$ cat config.mk
export PLATFORM = sky130hd
export DESIGN_NAME = angle_telemetry_frame_encoder
export DESIGN_NICKNAME = d
export VERILOG_FILES = /design/src/sv/atfe_pkg.sv /design/src/sv/angle_telemetry_frame_encoder.sv /design/src/sv/atfe_scale.sv /design/src/sv/atfe_dd_cell.sv /design/src/sv/atfe_serializer.sv
export SDC_FILE = /design/constraint.sdc
export NUM_CORES = 1
export LEC_CHECK = 0
export BUFFER_PORTS_ARGS = -buffer_cell sky130_fd_sc_hd__buf_4
export CORE_MARGIN = 3
export CORE_UTILIZATION = 60
export DETAILED_ROUTE_END_ITERATION = 6
export PLACE_DENSITY = 0.75
export SYNTH_ARGS = -nofsm -noshare
export SYNTH_HDL_FRONTEND = slang
export SYNTH_SLANG_ARGS = --single-unit
$ cat constraint.sdc
create_clock -name i_clk -period 42.1 [get_ports i_clk]
set_clock_uncertainty 0.15 [all_clocks]
set_input_delay 10.525 -clock i_clk [delete_from_list [all_inputs] [get_ports i_clk]]
set_output_delay 10.525 -clock i_clk [all_outputs]
set_load 0.03 [all_outputs]
$ cat src/sv/atfe_pkg.sv
package atfe_pkg;

    localparam int POS_W      = 14;
    localparam int MUL_W      = 8;
    localparam int PROD_W     = POS_W + MUL_W;
    localparam int TENTHS_W   = 12;
    localparam int BCD_W      = 16;
    localparam int DD_STEPS   = TENTHS_W;
    localparam int FRAME_LEN  = 10;
    localparam int CNT_W      = 4;

    localparam logic [MUL_W-1:0]  TENTHS_MUL = 8'd225;
    localparam logic [PROD_W-1:0] TENTHS_RND = 22'd512;
    localparam int                TENTHS_SHIFT = 10;

    localparam logic [7:0] CH_LBR   = 8'h5B;
    localparam logic [7:0] CH_RBR   = 8'h5D;
    localparam logic [7:0] CH_X     = 8'h58;
    localparam logic [3:0] CH_DIGIT = 4'h3;

    localparam logic [CNT_W-1:0] CNT_LAST = 4'(FRAME_LEN - 1);

    // Data handed from one conversion cell to the next.
    typedef struct packed {
        logic [BCD_W-1:0]    bcd;
        logic [TENTHS_W-1:0] bin;
        logic [3:0]          stat;
    } t_cell;

    function automatic logic [7:0] hex_char(input logic [3:0] v);
        logic [7:0] c;
        if (v < 4'd10) begin
            c = 8'h30 + {4'd0, v};
        end else begin
            c = 8'h41 + {4'd0, v} - 8'd10;
        end
        return c;
    endfunction

endpackage

$ cat src/sv/angle_telemetry_frame_encoder.sv
// Angle telemetry frame encoder.
// The slave channel takes one sensor sample per word: tdata bits 15..0 hold the
// raw angle word (bits 14..1 are the position) and bits 19..16 the status nibble.
// The master channel sends the ten-byte ASCII frame "[X" + four angle digits +
// status hex + two checksum hex + "]", one byte per word, with tlast on "]".
// An accepted sample passes a scaling register, a row of twelve
// binary-to-decimal cells and the output register before its first byte is offered.
// Throughput is one frame byte per cycle while tready stays high; the byte-wide
// output shift register sets the sample rate. While a frame is going out,
// the next samples move through the cell row; the first of them to reach its end
// waits there, and from then on the whole row and the input hold until the
// output register takes that sample.
// When the receiver drops tready, the current byte holds, the cell row stops
// once a finished frame waits at its end, and then tready on the input falls.
// Synchronous active-low reset empties the cell row and the output register;
// no partial frame survives it.
module angle_telemetry_frame_encoder
    import atfe_pkg::*;
(
    input  logic        i_clk,
    input  logic        i_rst_n,
    input  logic        i_s_axis_tvalid,
    output logic        o_s_axis_tready,
    input  logic [23:0] i_s_axis_tdata,   // raw_angle_word[15:0], status_nibble[19:16]
    output logic        o_m_axis_tvalid,
    input  logic        i_m_axis_tready,
    output logic [7:0]  o_m_axis_tdata,   // frame_byte[7:0]
    output logic        o_m_axis_tlast
);

    logic  adv;
    logic  load;
    logic  c_valid [DD_STEPS+1];
    t_cell c_data  [DD_STEPS+1];

    // The whole row moves together unless a finished frame is stuck at its end.
    assign adv             = !c_valid[DD_STEPS] || load;
    assign o_s_axis_tready = adv;

    atfe_scale u_scale (
        .i_clk   (i_clk),
        .i_rst_n (i_rst_n),
        .i_adv   (adv),
        .i_valid (i_s_axis_tvalid),
        .i_word  (i_s_axis_tdata[15:0]),
        .i_stat  (i_s_axis_tdata[19:16]),
        .o_valid (c_valid[0]),
        .o_data  (c_data[0])
    );

    for (genvar g = 0; g < DD_STEPS; g++) begin : g_cell
        atfe_dd_cell u_cell (
            .i_clk   (i_clk),
            .i_rst_n (i_rst_n),
            .i_adv   (adv),
            .i_valid (c_valid[g]),
            .i_data  (c_data[g]),
            .o_valid (c_valid[g+1]),
            .o_data  (c_data[g+1])
        );
    end

    atfe_serializer u_ser (
        .i_clk    (i_clk),
        .i_rst_n  (i_rst_n),
        .i_valid  (c_valid[DD_STEPS]),
        .i_data   (c_data[DD_STEPS]),
        .o_load   (load),
        .o_tvalid (o_m_axis_tvalid),
        .i_tready (i_m_axis_tready),
        .o_tdata  (o_m_axis_tdata),
        .o_tlast  (o_m_axis_tlast)
    );

    a_last_is_bracket: assert property (@(posedge i_clk) disable iff (!i_rst_n)
        o_m_axis_tvalid && o_m_axis_tlast |-> o_m_axis_tdata == CH_RBR)
        else $error("frame end flag on a byte other than the closing bracket");

    a_frame_opens: assert property (@(posedge i_clk) disable iff (!i_rst_n)
        o_m_axis_tvalid && i_m_axis_tready && o_m_axis_tlast
        |=> !o_m_axis_tvalid || o_m_axis_tdata == CH_LBR)
        else $error("next frame does not open with a bracket");

    a_idle_takes_input: assert property (@(posedge i_clk) disable iff (!i_rst_n)
        !o_m_axis_tvalid |-> o_s_axis_tready)
        else $error("input stalled while the output register is empty");

endmodule

$ cat src/sv/atfe_scale.sv
module atfe_scale
    import atfe_pkg::*;
(
    input  logic        i_clk,
    input  logic        i_rst_n,
    input  logic        i_adv,
    input  logic        i_valid,
    input  logic [15:0] i_word,
    input  logic [3:0]  i_stat,
    output logic        o_valid,
    output t_cell       o_data
);

    logic [POS_W-1:0]  pos;
    logic [PROD_W-1:0] prod;
    logic              r_valid;
    t_cell             r_data;
    t_cell             n_data;

    assign pos  = i_word[POS_W:1];
    assign prod = {{MUL_W{1'b0}}, pos} * {{POS_W{1'b0}}, TENTHS_MUL} + TENTHS_RND;

    always_comb begin
        n_data      = '0;
        n_data.bin  = prod[TENTHS_SHIFT +: TENTHS_W];
        n_data.stat = i_stat;
    end

    always_ff @(posedge i_clk) begin
        if (!i_rst_n) begin
            r_valid <= 1'b0;
        end else if (i_adv) begin
            r_valid <= i_valid;
        end
        if (i_adv) begin
            r_data <= n_data;
        end
    end

    assign o_valid = r_valid;
    assign o_data  = r_data;

endmodule

$ cat src/sv/atfe_dd_cell.sv
module atfe_dd_cell
    import atfe_pkg::*;
(
    input  logic  i_clk,
    input  logic  i_rst_n,
    input  logic  i_adv,
    input  logic  i_valid,
    input  t_cell i_data,
    output logic  o_valid,
    output t_cell o_data
);

    logic [BCD_W-1:0] adj;
    logic             r_valid;
    t_cell            r_data;
    t_cell            n_data;

    // One double-dabble step: correct each decimal digit, then shift in the next bit.
    always_comb begin
        for (int d = 0; d < BCD_W / 4; d++) begin
            if (i_data.bcd[4*d +: 4] >= 4'd5) begin
                adj[4*d +: 4] = i_data.bcd[4*d +: 4] + 4'd3;
            end else begin
                adj[4*d +: 4] = i_data.bcd[4*d +: 4];
            end
        end
        n_data.bcd  = {adj[BCD_W-2:0], i_data.bin[TENTHS_W-1]};
        n_data.bin  = {i_data.bin[TENTHS_W-2:0], 1'b0};
        n_data.stat = i_data.stat;
    end

    always_ff @(posedge i_clk) begin
        if (!i_rst_n) begin
            r_valid <= 1'b0;
        end else if (i_adv) begin
            r_valid <= i_valid;
        end
        if (i_adv) begin
            r_data <= n_data;
        end
    end

    assign o_valid = r_valid;
    assign o_data  = r_data;

endmodule

$ cat src/sv/atfe_serializer.sv
module atfe_serializer
    import atfe_pkg::*;
(
    input  logic       i_clk,
    input  logic       i_rst_n,
    input  logic       i_valid,
    input  t_cell      i_data,
    output logic       o_load,
    output logic       o_tvalid,
    input  logic       i_tready,
    output logic [7:0] o_tdata,
    output logic       o_tlast
);

    logic [7:0]       r_frame [FRAME_LEN];
    logic [7:0]       n_frame [FRAME_LEN];
    logic [CNT_W-1:0] r_cnt;
    logic [CNT_W-1:0] n_cnt;
    logic             r_valid;
    logic             n_valid;
    logic             fire;
    logic             last;
    logic [7:0]       dig [4];
    logic [7:0]       st_ch;
    logic [7:0]       sum;

    assign last   = (r_cnt == CNT_LAST);
    assign fire   = r_valid && i_tready;
    assign o_load = i_valid && (!r_valid || (fire && last));

    always_comb begin
        for (int k = 0; k < 4; k++) begin
            dig[k] = {CH_DIGIT, i_data.bcd[BCD_W-4-4*k +: 4]};
        end
        st_ch = hex_char(i_data.stat);
        sum   = CH_X ^ dig[0] ^ dig[1] ^ dig[2] ^ dig[3] ^ st_ch;
    end

    always_comb begin
        n_frame = r_frame;
        n_cnt   = r_cnt;
        n_valid = r_valid;
        if (o_load) begin
            n_frame[0] = CH_LBR;
            n_frame[1] = CH_X;
            n_frame[2] = dig[0];
            n_frame[3] = dig[1];
            n_frame[4] = dig[2];
            n_frame[5] = dig[3];
            n_frame[6] = st_ch;
            n_frame[7] = hex_char(sum[7:4]);
            n_frame[8] = hex_char(sum[3:0]);
            n_frame[9] = CH_RBR;
            n_cnt      = '0;
            n_valid    = 1'b1;
        end else if (fire) begin
            // The word on the port is always the head of the shift line.
            for (int k = 0; k < FRAME_LEN - 1; k++) begin
                n_frame[k] = r_frame[k+1];
            end
            n_cnt   = r_cnt + 4'd1;
            n_valid = !last;
        end
    end

    always_ff @(posedge i_clk) begin
        if (!i_rst_n) begin
            r_valid <= 1'b0;
            r_cnt   <= '0;
        end else begin
            r_valid <= n_valid;
            r_cnt   <= n_cnt;
        end
        r_frame <= n_frame;
    end

    assign o_tvalid = r_valid;
    assign o_tdata  = r_frame[0];
    assign o_tlast  = last;

endmodule
Word level (Yosys, flattened, before mapping)
Cells that the tools add are included.
- register bits after elaboration: 373
- output and inout port bits: 11
- input bits: 28
- bitwise operators: 6
- order comparisons: 41
- equality and inequality tests: 1
- multipliers: 1
- $add $sub $neg: 49
- mux-type cells: 45
- reduce and logical (&&, ||, !) cells: 10
- operators by type and width (cell ; count):
    4-bit by 3-bit greater-or-equal comparator with 1-bit output, second input constant ; 34
    4-bit by 2-bit adder with 4-bit output, second input constant ; 27
    4-bit 2-to-1 mux ; 27
    52-bit 2-to-1 mux ; 2
    7-bit by 4-bit adder with 8-bit output, first input constant ; 3
    8-bit 2-to-1 mux ; 3
    8-bit by 4-bit subtractor with 8-bit output, second input constant ; 3
    22-bit by 10-bit adder with 22-bit output, second input constant ; 1
    14-bit by 8-bit multiplier with 22-bit output, second input constant ; 1
    3-bit by 2-bit adder with 3-bit output, second input constant ; 7
    6-bit by 4-bit adder with 7-bit output, first input constant ; 3
    3-bit 2-to-1 mux ; 7
    8-bit by 6-bit XOR with 8-bit output ; 2
    4-bit less-than comparator, second input constant ; 3
    1-bit by 2-bit adder with 3-bit output, both inputs constant ; 3
    1-bit by 3-bit greater-or-equal comparator with 1-bit output, both inputs constant ; 3
    8-bit XOR ; 1
    7-bit by 6-bit XOR with 7-bit output ; 1
    1-bit 2-to-1 mux ; 6
    4-bit by 1-bit adder with 4-bit output, second input constant ; 1
    4-bit == test, second input constant ; 1
    1-bit by 2-bit adder with 3-bit output, second input constant ; 1
    1-bit by 3-bit greater-or-equal comparator with 1-bit output, second input constant ; 1
    1-bit logical AND ; 3
    6 further kinds ; 9

Logic depth before layout (Yosys ltp)
Gate-level depths: netlist of the first run.
- depth in word-level cells: 9
- gate-level depth with buffers: 14
- mapped depth without buffers: 14

Cells and area by module
A second synthesis of the first run with hierarchy kept.
- cells, all modules: 1628
- area total of the unflattened synthesis: 21638.3 um2
- by module, submodules not included (module ; instances ; cells an instance ; area an instance (um2)):
    atfe_dd_cell ; 12 ; 96 ; 1363.8
    atfe_serializer ; 1 ; 262 ; 2905.3
    atfe_scale ; 1 ; 213 ; 2361.0
    angle_telemetry_frame_encoder ; 1 ; 1 ; 6.3

Worst setup path before layout of the first run
No wires, ideal clock.
- kind: input to output
- start: in i_m_axis_tready
- end: out o_s_axis_tready
- cell stages on the path: 3
- arrival: 17.276 ns
- slack: 14.149 ns
- path through: a21boi_2 -> nand2_1 -> clkbuf_1
- word-level cells in the longest chain between the ends: 5
- RTL lines (element ; RTL line ; text):
    from (decl) ; angle_telemetry_frame_encoder.sv:26 ; input logic i_m_axis_tready,
    1-bit logical AND ; atfe_serializer.sv:28 ; assign fire = r_valid && i_tready;
    1-bit logical AND ; atfe_serializer.sv:29 ; assign o_load = i_valid && (!r_valid || (fire && last));
    1-bit logical OR ; atfe_serializer.sv:29 ;
    1-bit logical AND ; atfe_serializer.sv:29 ;
    1-bit logical OR ; angle_telemetry_frame_encoder.sv:37 ; assign adv = !c_valid[DD_STEPS] || load;
    to (decl) ; angle_telemetry_frame_encoder.sv:23 ; output logic o_s_axis_tready,
No other way between the ends.

Final worst setup path of the first run
Same ends and word-level chain as after synthesis.

==> out/metrics.csv, run 1 <==
metric;value;unit
run status;finished, final reports clean;
Slew headroom;29.5;%
clock network fraction of total power;27.7;%
cell area after layout;0.0150;mm^2
cell depth of the worst flop-to-flop path;6;
GP Congestion;0.803;
R2R Path End;g_cell[10].u_cell.o_data[17];
number of global-route vias before repair;6858;
Net Switching;0.272;mW
gr usage total;15.3;%
largest net degree at the start of global routing;69;
clock tree from TritonCTS;built;
worst IR drop on VDD;0.0000349;V
fill cell total of the finished layout;1553;
clk_lat worst skew;0.54;ns
dominant synthesized flop cell;sky130_fd_sc_hd__edfxtp_1;
placed cell area;0.0139;mm^2
final-report setup violation count;0;
Die Height;156;um
Max Fclk;43.8;MHz
number of antenna repair diodes;0;
data required time of the critical path;31.43;ns
Crit Reg-Reg Startpoint;u_ser.r_cnt[0];
portion of the post-synthesis area used by sequential elements;65.4;%
Critical Path End;o_s_axis_tready;
part of the cycle the worst path needs;54.3;%
critical path launch point type;input port;
shortest period the worst path allows;22.85;ns
CTS root buffer;sky130_fd_sc_hd__clkbuf_16;
nature of the critical path endpoint;output port;
post-synth top area cell;sky130_fd_sc_hd__edfxtp_1;
cell count after synthesis;969;
class of the tightest hold or removal check;flop to flop;
Internal;0.724;mW
average detailed-routed wire length per instance;14.0;um
count of final max-slew check failures;0;
Cell Rows;54;
hold_ws;0.264;ns
crit path DAT;12.18;ns
Num CTS Buffers;30;
Top Ports;39;
initial antenna violation count;0;
crit-path max cell delay;0.61;ns
Max Cap Violations;0;
area of the core;0.0219;mm^2
drt initial violations;399;
dpl hpwl;11900;um
share of synthesized flip-flops with an asynchronous set or reset;0;%
Crit path top cell by count;sky130_fd_sc_hd__buf_4;
Critical Path Source;i_m_axis_tready;
Avg Inst Size Synth;13.8;um^2
Syn Nets;1111;
switch share;27.3;%
share of final-layout standard cells stronger than drive strength 1;9.65;%
Resized Gates After CTS;0;
maximum fanout count along the critical path;50;
pre-CTS WS;19.23;ns
TritonCTS sink count;307;
number of nets at the end of the flow;1154;
commonest non-fill, non-tap cell in the layout;sky130_fd_sc_hd__edfxtp_1;
chain of cells forming the critical path;buf_4 > a21boi_2 > nand2_4 > buf_4;
Starting Density;61.3;%
critical path class;input port to output port;
synth warn;0;
overall routed net length;18500;um
Detailed Routing Iterations Pass 1;5;
slowest library cell on the worst path;sky130_fd_sc_hd__a21boi_2;
post-cts hold buffer count;0;
clock edge transition at the registers on the reported setup and hold paths;0.06;ns
Seq cells post-synth;307;
critical path's top delay family;compound AO/OA/AOI/OAI gates;
total number of vias;7084;
depth of the critical timing path with buffers and inverters included;4;
post-synthesis instance area;0.0134;mm^2
power density normalized to cell area;66.5;mW/mm^2
pin slew with the least headroom to its limit;1.06;ns
crit path setup slack, layout;19.25;ns
leading cell types in the layout, fill and taps excluded;263 x sky130_fd_sc_hd__edfxtp_1, 124 x sky130_fd_sc_hd__nand2_1, 95 x sky130_fd_sc_hd__ha_1, 65 x sky130_fd_sc_hd__inv_1, 44 x sky130_fd_sc_hd__dfxtp_1;
Die X;156;um
maximum level of the CTS H-tree;1;
TNS Setup;0;ns
fraction of post-synthesis cell area in the top cell type by area;58.9;%
post-route DRC violation count;0;
register-to-register setup slack;38.53;ns
area growth from synthesis to layout;11.6;%
number of buffers inserted to repair setup after CTS;0;
count of port buffers added during placement;31;
Yosys cell types;56;
RSZ-0062 raised after global routing;no;
Vias per Instance;5.38;
number of nets with antenna violations after routing;0;
area of the die;0.0242;mm^2
total design power;0.996;mW
power share of the combinational group;22.8;%
remaining global-route overflow;0;
count of flip-flops with a built-in enable after synthesis;263;
maximum count of clock buffers along a single path;3;
wire length of the first global-routing pass;31100;um
count of buffering cells on the critical path with inverters included;2;
leakage;6.26;nW
top cells by area in the synthesized netlist;sky130_fd_sc_hd__edfxtp_1 59%, sky130_fd_sc_hd__ha_1 8.9%, sky130_fd_sc_hd__dfxtp_1 6.6%, sky130_fd_sc_hd__nand2_1 3.5%, sky130_fd_sc_hd__fa_1 2.8%;
number of hold violations in the final report;0;
sequential fraction of design power;49.4;%
cells in the mapped netlist (2+ instances only):
master	instances
sky130_fd_sc_hd__inv_1	65
sky130_fd_sc_hd__xor2_1	10
sky130_fd_sc_hd__fa_1	19
sky130_fd_sc_hd__mux2i_1	16
sky130_fd_sc_hd__o21ai_1	5
sky130_fd_sc_hd__buf_4	8
sky130_fd_sc_hd__and3_1	4
sky130_fd_sc_hd__nor2b_1	3
sky130_fd_sc_hd__a21o_1	7
sky130_fd_sc_hd__o21ai_0	37
sky130_fd_sc_hd__o21a_1	3
sky130_fd_sc_hd__a41oi_1	2
sky130_fd_sc_hd__clkbuf_1	10
sky130_fd_sc_hd__buf_2	6
sky130_fd_sc_hd__a31oi_1	2
sky130_fd_sc_hd__a21boi_0	4
sky130_fd_sc_hd__nand2b_1	31
sky130_fd_sc_hd__dfxtp_1	44
sky130_fd_sc_hd__ha_1	95
sky130_fd_sc_hd__nand2_1	125
sky130_fd_sc_hd__buf_1	2
sky130_fd_sc_hd__nor2_1	29
sky130_fd_sc_hd__a21oi_1	36
sky130_fd_sc_hd__o22a_1	17
sky130_fd_sc_hd__a21boi_1	10
sky130_fd_sc_hd__xnor2_1	42
sky130_fd_sc_hd__edfxtp_1	263
sky130_fd_sc_hd__nand3_1	35
sky130_fd_sc_hd__a22o_1	12
power by group through the flow:
stage	sequential [mW]	combinational, mW	clock, mW
detailed placement	0.499	0.228	0
CTS	0.495	0.231	0.284
global placement	0.495	0.216	0
global route	0.505	0.263	0.297
finish	0.493	0.227	0.276
floorplan	0.486	0.187	0
worst min-delay path by stage:
stage                                             from                            to  depth (start not counted)  slack [ns]
after CTS                  g_cell[4].u_cell.o_data[12]   g_cell[5].u_cell.o_data[13]                          0        0.27
after global routing      g_cell[10].u_cell.o_data[28]  g_cell[11].u_cell.o_data[29]                          0        0.27
after floorplan                      u_scale.o_data[0]    g_cell[0].u_cell.o_data[0]                          0        0.25
final                      g_cell[4].u_cell.o_data[12]   g_cell[5].u_cell.o_data[13]                          0        0.26
after global placement      g_cell[3].u_cell.o_data[3]    g_cell[4].u_cell.o_data[3]                          0        0.25
after detailed placement            u_scale.o_data[13]   g_cell[0].u_cell.o_data[14]                          0        0.25
routing by layer:
| layer | wire length, um | track usage, % |
|---|---|---|
| met1 | 7730 | 18.9 |
| met3 | 629 | 2.77 |
| met5 | 0 | 0 |
| met2 | 9640 | 27.8 |
| met4 | 465 | 4.46 |
cells by family (layout without fill, tap and decap cells):
group           Yosys count  after routing  share of synthesized area [%]
mux                      16             16                           1.19
fa+ha+maj               114            114                           11.7
flops                   307            307                           65.4
simple gates            243            243                           8.40
xor+xnor                 52             52                           3.39
other cells               1              1                         0.0279
compound gates          144            144                           7.02
buf+inv                  92            159                           2.85
flip-flops by register name, indices dropped and copies added (netlist names):
signal and flops:
g_cell.u_cell.o_data 210, g_cell.u_cell.o_valid 12, u_scale.o_data 16, u_scale.o_valid 1
u_ser.o_tdata 7, u_ser.o_tvalid 1, u_ser.r_cnt 4, u_ser.r_frame 56
through the flow:
| step | util [%] | instances |
|---|---|---|
| floorplan | - | 969 |
| global placement | 63.6 | 1260 |
| detailed placement | 63.6 | 1260 |
| CTS | 68.4 | 1316 |
| global route | 68.4 | 1316 |
| finish | 68.4 | 1316 |
final cells by class:
type	instances	area, um^2	area share [%]
Clock inverter	15	153	1.02
Sequential cell	307	8780	58.6
Clock buffer	41	906	6.05
Tap cell	280	350	2.34
Inverter	66	248	1.65
Timing Repair Buffer	37	278	1.85
Multi-Input combinational cell	570	4270	28.5
(Power assumes the default switching activity.)
==> inputs of run 2 (changes only) <==
--- a/config.mk
+++ b/config.mk
@@ -5,11 +5,12 @@
 export SDC_FILE = /design/constraint.sdc
 export NUM_CORES = 1
 export LEC_CHECK = 0
+export ABC_AREA = 1
 export BUFFER_PORTS_ARGS = -buffer_cell sky130_fd_sc_hd__buf_4
 export CORE_MARGIN = 3
-export CORE_UTILIZATION = 60
+export CORE_UTILIZATION = 56
 export DETAILED_ROUTE_END_ITERATION = 6
-export PLACE_DENSITY = 0.75
+export PLACE_DENSITY = 0.74
 export SYNTH_ARGS = -nofsm -noshare
 export SYNTH_HDL_FRONTEND = slang
 export SYNTH_SLANG_ARGS = --single-unit
==> constraint.sdc (replaced) <==
create_clock -name i_clk -period 19.3 [get_ports i_clk]
set_clock_uncertainty 0.15 [all_clocks]
set_input_delay 4.825 -clock i_clk [delete_from_list [all_inputs] [get_ports i_clk]]
set_output_delay 4.825 -clock i_clk [all_outputs]
set_load 0.03 [all_outputs]
==> run 2 against run 1 <==
Clock power increased by 110%. Wire length increased by 9.8%. Critical path depth increased by 2. Power rose by 120%. Sequential share of layout area is 0.84 points lower. Die area rose by 9.0%. Largest cell class unchanged.
==> out/metrics.csv, run 2 <==
metric;value;unit
power density normalized to cell area;144;mW/mm^2
Seq cells post-synth;307;
average detailed-routed wire length per instance;13.4;um
Avg Inst Size Synth;12.1;um^2
CTS root buffer;sky130_fd_sc_hd__clkbuf_16;
Syn Nets;1270;
clock tree from TritonCTS;built;
maximum level of the CTS H-tree;1;
TritonCTS sink count;307;
Vias per Instance;5.16;
critical path launch point type;input port;
total number of vias;7812;
count of port buffers added during placement;31;
gr usage total;15.9;%
R2R Path End;g_cell[5].u_cell.o_data[17];
Hold Path Cell Cnt;0;
fill cell total of the finished layout;1746;
count of flip-flops with a built-in enable after synthesis;263;
number of antenna repair diodes;0;
count of buffering cells on the critical path with inverters included;3;
remaining global-route overflow;0;
Top Ports;39;
initial antenna violation count;0;
cell depth of the worst flop-to-flop path;8;
Max Fclk;89.9;MHz
Cell Rows;56;
post-synth top area cell;sky130_fd_sc_hd__edfxtp_1;
Starting Density;57.7;%
dpl hpwl;13200;um
most common library cells after synthesis;263 x sky130_fd_sc_hd__edfxtp_1, 179 x sky130_fd_sc_hd__nand2_1, 156 x sky130_fd_sc_hd__inv_1, 95 x sky130_fd_sc_hd__ha_1, 87 x sky130_fd_sc_hd__a21oi_1;
synth warn;0;
maximum fanout count along the critical path;54;
post-route DRC violation count;0;
data required time of the critical path;14.33;ns
hold_ws;0.262;ns
commonest non-fill, non-tap cell in the layout;sky130_fd_sc_hd__edfxtp_1;
number of placed cells counting well taps;1457;
post-cts hold buffer count;0;
overall routed net length;20300;um
Slew headroom;33.4;%
share of final-layout standard cells stronger than drive strength 1;8.88;%
cell count after synthesis;1128;
worst hold start;g_cell[9].u_cell.o_data[2];
run status;finished, final reports clean;
Crit Reg-Reg Startpoint;u_ser.r_cnt[0];
worst IR drop on VDD;0.0000702;V
register-to-register setup slack;16.25;ns
leading cell types in the layout, fill and taps excluded;263 x sky130_fd_sc_hd__edfxtp_1, 178 x sky130_fd_sc_hd__nand2_1, 156 x sky130_fd_sc_hd__inv_1, 95 x sky130_fd_sc_hd__ha_1, 87 x sky130_fd_sc_hd__a21oi_1;
clk_lat worst skew;0.54;ns
area growth from synthesis to layout;10.9;%
GP Congestion;0.819;
share of synthesized flip-flops with an asynchronous set or reset;0;%
number of buffers inserted to repair setup after CTS;0;
area of the die;0.0264;mm^2
critical path class;input port to output port;
leakage;6.55;nW
maximum count of clock buffers along a single path;3;
shortest period the worst path allows;11.12;ns
fraction of post-synthesis cell area in the top cell type by area;57.6;%
crit path DAT;6.15;ns
number of nets with antenna violations after routing;0;
dominant synthesized flop cell;sky130_fd_sc_hd__edfxtp_1;
end point of the worst hold path;g_cell[10].u_cell.o_data[2];
nature of the critical path endpoint;output port;
crit-path max cell delay;0.45;ns
Die Height;162;um
post-synthesis instance area;0.0137;mm^2
portion of the post-synthesis area used by sequential elements;64.1;%
most repeated cell in the gate-level netlist after synthesis;sky130_fd_sc_hd__edfxtp_1;
top cells by area in the synthesized netlist;sky130_fd_sc_hd__edfxtp_1 58%, sky130_fd_sc_hd__ha_1 8.7%, sky130_fd_sc_hd__dfxtp_1 6.4%, sky130_fd_sc_hd__nand2_1 4.9%, sky130_fd_sc_hd__inv_1 4.3%;
area of the core;0.0238;mm^2
Resized Gates After CTS;0;
pin slew with the least headroom to its limit;0.997;ns
total design power;2.18;mW
TNS Setup;0;ns
largest net degree at the start of global routing;188;
RSZ-0062 raised after global routing;no;
max FFs per register;210;
count of final max-slew check failures;0;
drt initial violations;570;
clock edge transition at the registers on the reported setup and hold paths;0.06;ns
part of the cycle the worst path needs;57.6;%
Max Cap Violations;0;
slowest library cell on the worst path;sky130_fd_sc_hd__nand2_4;
number of nets at the end of the flow;1312;
critical path's top delay family;buffers and inverters;
number of global-route vias before repair;7720;
final-report setup violation count;0;
wire length of the first global-routing pass;34800;um
Yosys cell types;40;
Detailed Routing Iterations Pass 1;5;
class of the tightest hold or removal check;flop to flop;
Post-Layout Cell Count;1513;
number of hold violations in the final report;0;
Num CTS Buffers;30;
utilization of the core after routing;64.0;%
chain of cells forming the critical path;buf_4 > nand2_1 > nand2_1 > inv_2 > nand2_4 > buf_4;
Die X;162;um
## run 2: cell types whose count changed after synthesis, sizes merged, moves of 31 or more
| cell | before | now |
|---|---|---|
| a21oi | 37 | 88 |
| inv | 66 | 161 |
| nand2 | 126 | 182 |
| nand2b | 31 | 0 |
| o21ai | 42 | 89 |
| xnor2 | 42 | 5 |
## run 2: cell type report
class / count / area (um^2) / share of cell area [%]
Timing Repair Buffer: 32 / 253 / 1.66
Multi-Input combinational cell: 638 / 4160 / 27.4
Tap cell: 319 / 399 / 2.63
Inverter: 161 / 607 / 3.99
Clock inverter: 12 / 96.3 / 0.634
Sequential cell: 307 / 8780 / 57.8
Clock buffer: 44 / 907 / 5.97
## run 2: logic make-up after synthesis
family                   after synthesis  share of synthesized area [%]
AO/OA/AOI/OAI                        202                           7.90
XOR/XNOR                              33                           2.11
adder cells (fa/ha/maj)              114                           11.5
buffers and inverters                183                           5.64
flip-flops                           307                           64.1
other                                  1                         0.0274
AND/OR/NAND/NOR                      288                           8.80
## run 2: worst max path at each step
stage,startpoint,end,slack (ns),depth (start not counted)
after floorplan,i_m_axis_tready,o_s_axis_tready,6.32,5
after global placement,i_m_axis_tready,o_s_axis_tready,8.19,6
after detailed placement,i_m_axis_tready,o_s_axis_tready,8.18,6
after CTS,i_m_axis_tready,o_s_axis_tready,8.17,6
after global routing,i_m_axis_tready,o_s_axis_tready,8.06,6
final,i_m_axis_tready,o_s_axis_tready,8.18,6
## run 2: metal layers
metal	share of wire, %	GRT usage, %	vias to the layer above
met5	0	0	-
met4	3.0	5.47	0
met3	3.1	2.34	48
met2	51	28.3	104
met1	43	19.8	3727
li1	-	-	3933
## run 2: through the flow
step | worst slack (ns) | area [um^2]
2_1_floorplan | 6.32 | 13700
3_3_place_gp | 8.19 | 14200
3_5_place_dp | 8.18 | 14200
4_1_cts | 8.17 | 15200
5_1_grt | 8.06 | 15200
6_report | 8.18 | 15200
## run 2: power by group
group | internal, mW | leakage [nW] | total, mW | switching (mW)
combinational | 0.195 | 2.90 | 0.504 | 0.309
clock | 0.341 | 0.504 | 0.578 | 0.237
sequential | 0.990 | 3.14 | 1.10 | 0.110
==> inputs of run 3 (changes only) <==
--- a/config.mk
+++ b/config.mk
@@ -5,7 +5,7 @@
 export SDC_FILE = /design/constraint.sdc
 export NUM_CORES = 1
 export LEC_CHECK = 0
-export ABC_AREA = 1
+export ABC_AREA = 0
 export BUFFER_PORTS_ARGS = -buffer_cell sky130_fd_sc_hd__buf_4
 export CORE_MARGIN = 3
 export CORE_UTILIZATION = 56
==> constraint.sdc (replaced) <==
create_clock -name i_clk -period 10 [get_ports i_clk]
set_clock_uncertainty 0.15 [all_clocks]
set_input_delay 2.5 -clock i_clk [delete_from_list [all_inputs] [get_ports i_clk]]
set_output_delay 2.5 -clock i_clk [all_outputs]
set_load 0.03 [all_outputs]
==> run 3 against run 2 <==
Via count shrank 9.4%. Critical path depth decreased by 2. Non-clock buffer count rose by 5. Combinational power rose by 90%. Sequential power grew 89%. First-iteration DRC count down 30%. Clock power rose by 94%. Largest cell class unchanged. Worst setup slack got worse by 4.9 ns. Highest routed layer unchanged. Die area fell by 2.0%. Power grew 90%.
==> out/metrics.csv, run 3 (synthesis results as in run 1) <==
metric;value;unit
run status;finished, final reports clean;
met1 routing resource usage after global routing;17.4;%
clock edge transition at the registers on the reported setup and hold paths;0.07;ns
count of final max-slew check failures;0;
number of placed cells counting well taps;1299;
area of the core;0.0235;mm^2
worst IR drop on VDD;0.000136;V
RSZ-0062 raised after global routing;no;
slowest library cell on the worst path;sky130_fd_sc_hd__a21boi_2;
clock tree from TritonCTS;built;
post-route DRC violation count;0;
commonest non-fill, non-tap cell in the layout;sky130_fd_sc_hd__edfxtp_1;
GP Congestion;0.769;
area growth from synthesis to layout;11.6;%
hold_ws;0.262;ns
leading cell types in the layout, fill and taps excluded;263 x sky130_fd_sc_hd__edfxtp_1, 124 x sky130_fd_sc_hd__nand2_1, 95 x sky130_fd_sc_hd__ha_1, 65 x sky130_fd_sc_hd__inv_1, 44 x sky130_fd_sc_hd__dfxtp_1;
number of hold violations in the final report;0;
Num CTS Buffers;31;
average detailed-routed wire length per instance;13.5;um
largest net degree at the start of global routing;80;
total design power;4.15;mW
crit-path max cell delay;0.62;ns
count of port buffers added during placement;31;
part of the cycle the worst path needs;67.4;%
maximum count of clock buffers along a single path;3;
Starting Density;57.0;%
Post-Layout Cell Count;1356;
utilization of the core after routing;63.6;%
remaining global-route overflow;0;
number of global-route vias before repair;7053;
critical path launch point type;input port;
gr usage total;14.6;%
total number of vias;7080;
Max Fclk;148;MHz
number of nets at the end of the flow;1155;
class of the tightest hold or removal check;flop to flop;
number of antenna repair diodes;0;
post-cts hold buffer count;0;
leakage;6.23;nW
most heavily used metal layer in global routing;met2;
pin slew with the least headroom to its limit;1.06;ns
share of final-layout standard cells stronger than drive strength 1;9.84;%
power density normalized to cell area;277;mW/mm^2
chain of cells forming the critical path;buf_4 > a21boi_2 > nand2_4 > buf_4;
overall routed net length;18400;um
clk_lat worst skew;0.54;ns
Slew headroom;29.5;%
TritonCTS sink count;307;
shortest period the worst path allows;6.74;ns
wire length of the first global-routing pass;31600;um
Die X;161;um
crit path setup slack, layout;3.26;ns
Resized Gates After CTS;0;
Cell Rows;56;
crit path DAT;4.09;ns
final-report setup violation count;0;
nature of the critical path endpoint;output port;
data required time of the critical path;7.35;ns
Detailed Routing Iterations Pass 1;4;
Max Cap Violations;0;
Vias per Instance;5.22;
initial antenna violation count;0;
M2 GR Usage;26.8;%
cell area after layout;0.0150;mm^2
number of nets with antenna violations after routing;0;
dpl hpwl;11700;um
maximum level of the CTS H-tree;1;
placed cell area;0.0140;mm^2
max FFs per register;210;
TNS Setup;0;ns
critical path class;input port to output port;
met3 capacity usage during global routing;2.66;%
maximum fanout count along the critical path;40;
CTS root buffer;sky130_fd_sc_hd__clkbuf_16;
drt initial violations;400;
Top Ports;39;
number of buffers inserted to repair setup after CTS;0;
pre-CTS WS;3.23;ns
Die Height;161;um
area of the die;0.0259;mm^2
Crit path top cell by count;sky130_fd_sc_hd__buf_4;
[run 3: report_power, final]
group | internal [mW] | switching [mW] | total [mW]
sequential | 1.89 | 0.183 | 2.08
clock | 0.657 | 0.463 | 1.12
combinational | 0.449 | 0.507 | 0.956
total | 3.00 | 1.15 | 4.15
[run 3: cell type report]
type                       instances  area (um^2)
tap                              319          399
fill                            1755         8570
multi-input combinational        570         4270
inverter                          66          248
timing repair buffer              37          278
sequential                       307         8780
clock buffer                      43          867
clock inverter                    14          138
[run 3: critical path: cells and delay by family]
kind | cells | cell delay, ns
AOI/OAI and AO/OA | 1 | 0.62
buffers and inverters | 2 | 0.45
and+or+nand+nor | 1 | 0.48
[run 3: path summary, 6_finish.rpt]
check / start / end / slack [ns] / cells past startpoint
worst max-delay path: i_m_axis_tready / o_s_axis_tready / 3.26 / 4
worst min-delay path: g_cell[1].u_cell.o_data[0] / g_cell[2].u_cell.o_data[0] / 0.26 / 0
worst max register to register: u_ser.r_cnt[1] / u_ser.r_frame[10] / 6.73 / 9
worst min register to register: g_cell[1].u_cell.o_data[0] / g_cell[2].u_cell.o_data[0] / 0.26 / 0
[run 3: per-layer routing]
layer | vias up | wire, um
met3 | 36 | 678
met2 | 88 | 9630
met4 | 0 | 444
li1 | 3535 | -
met5 | - | 0
met1 | 3421 | 7600
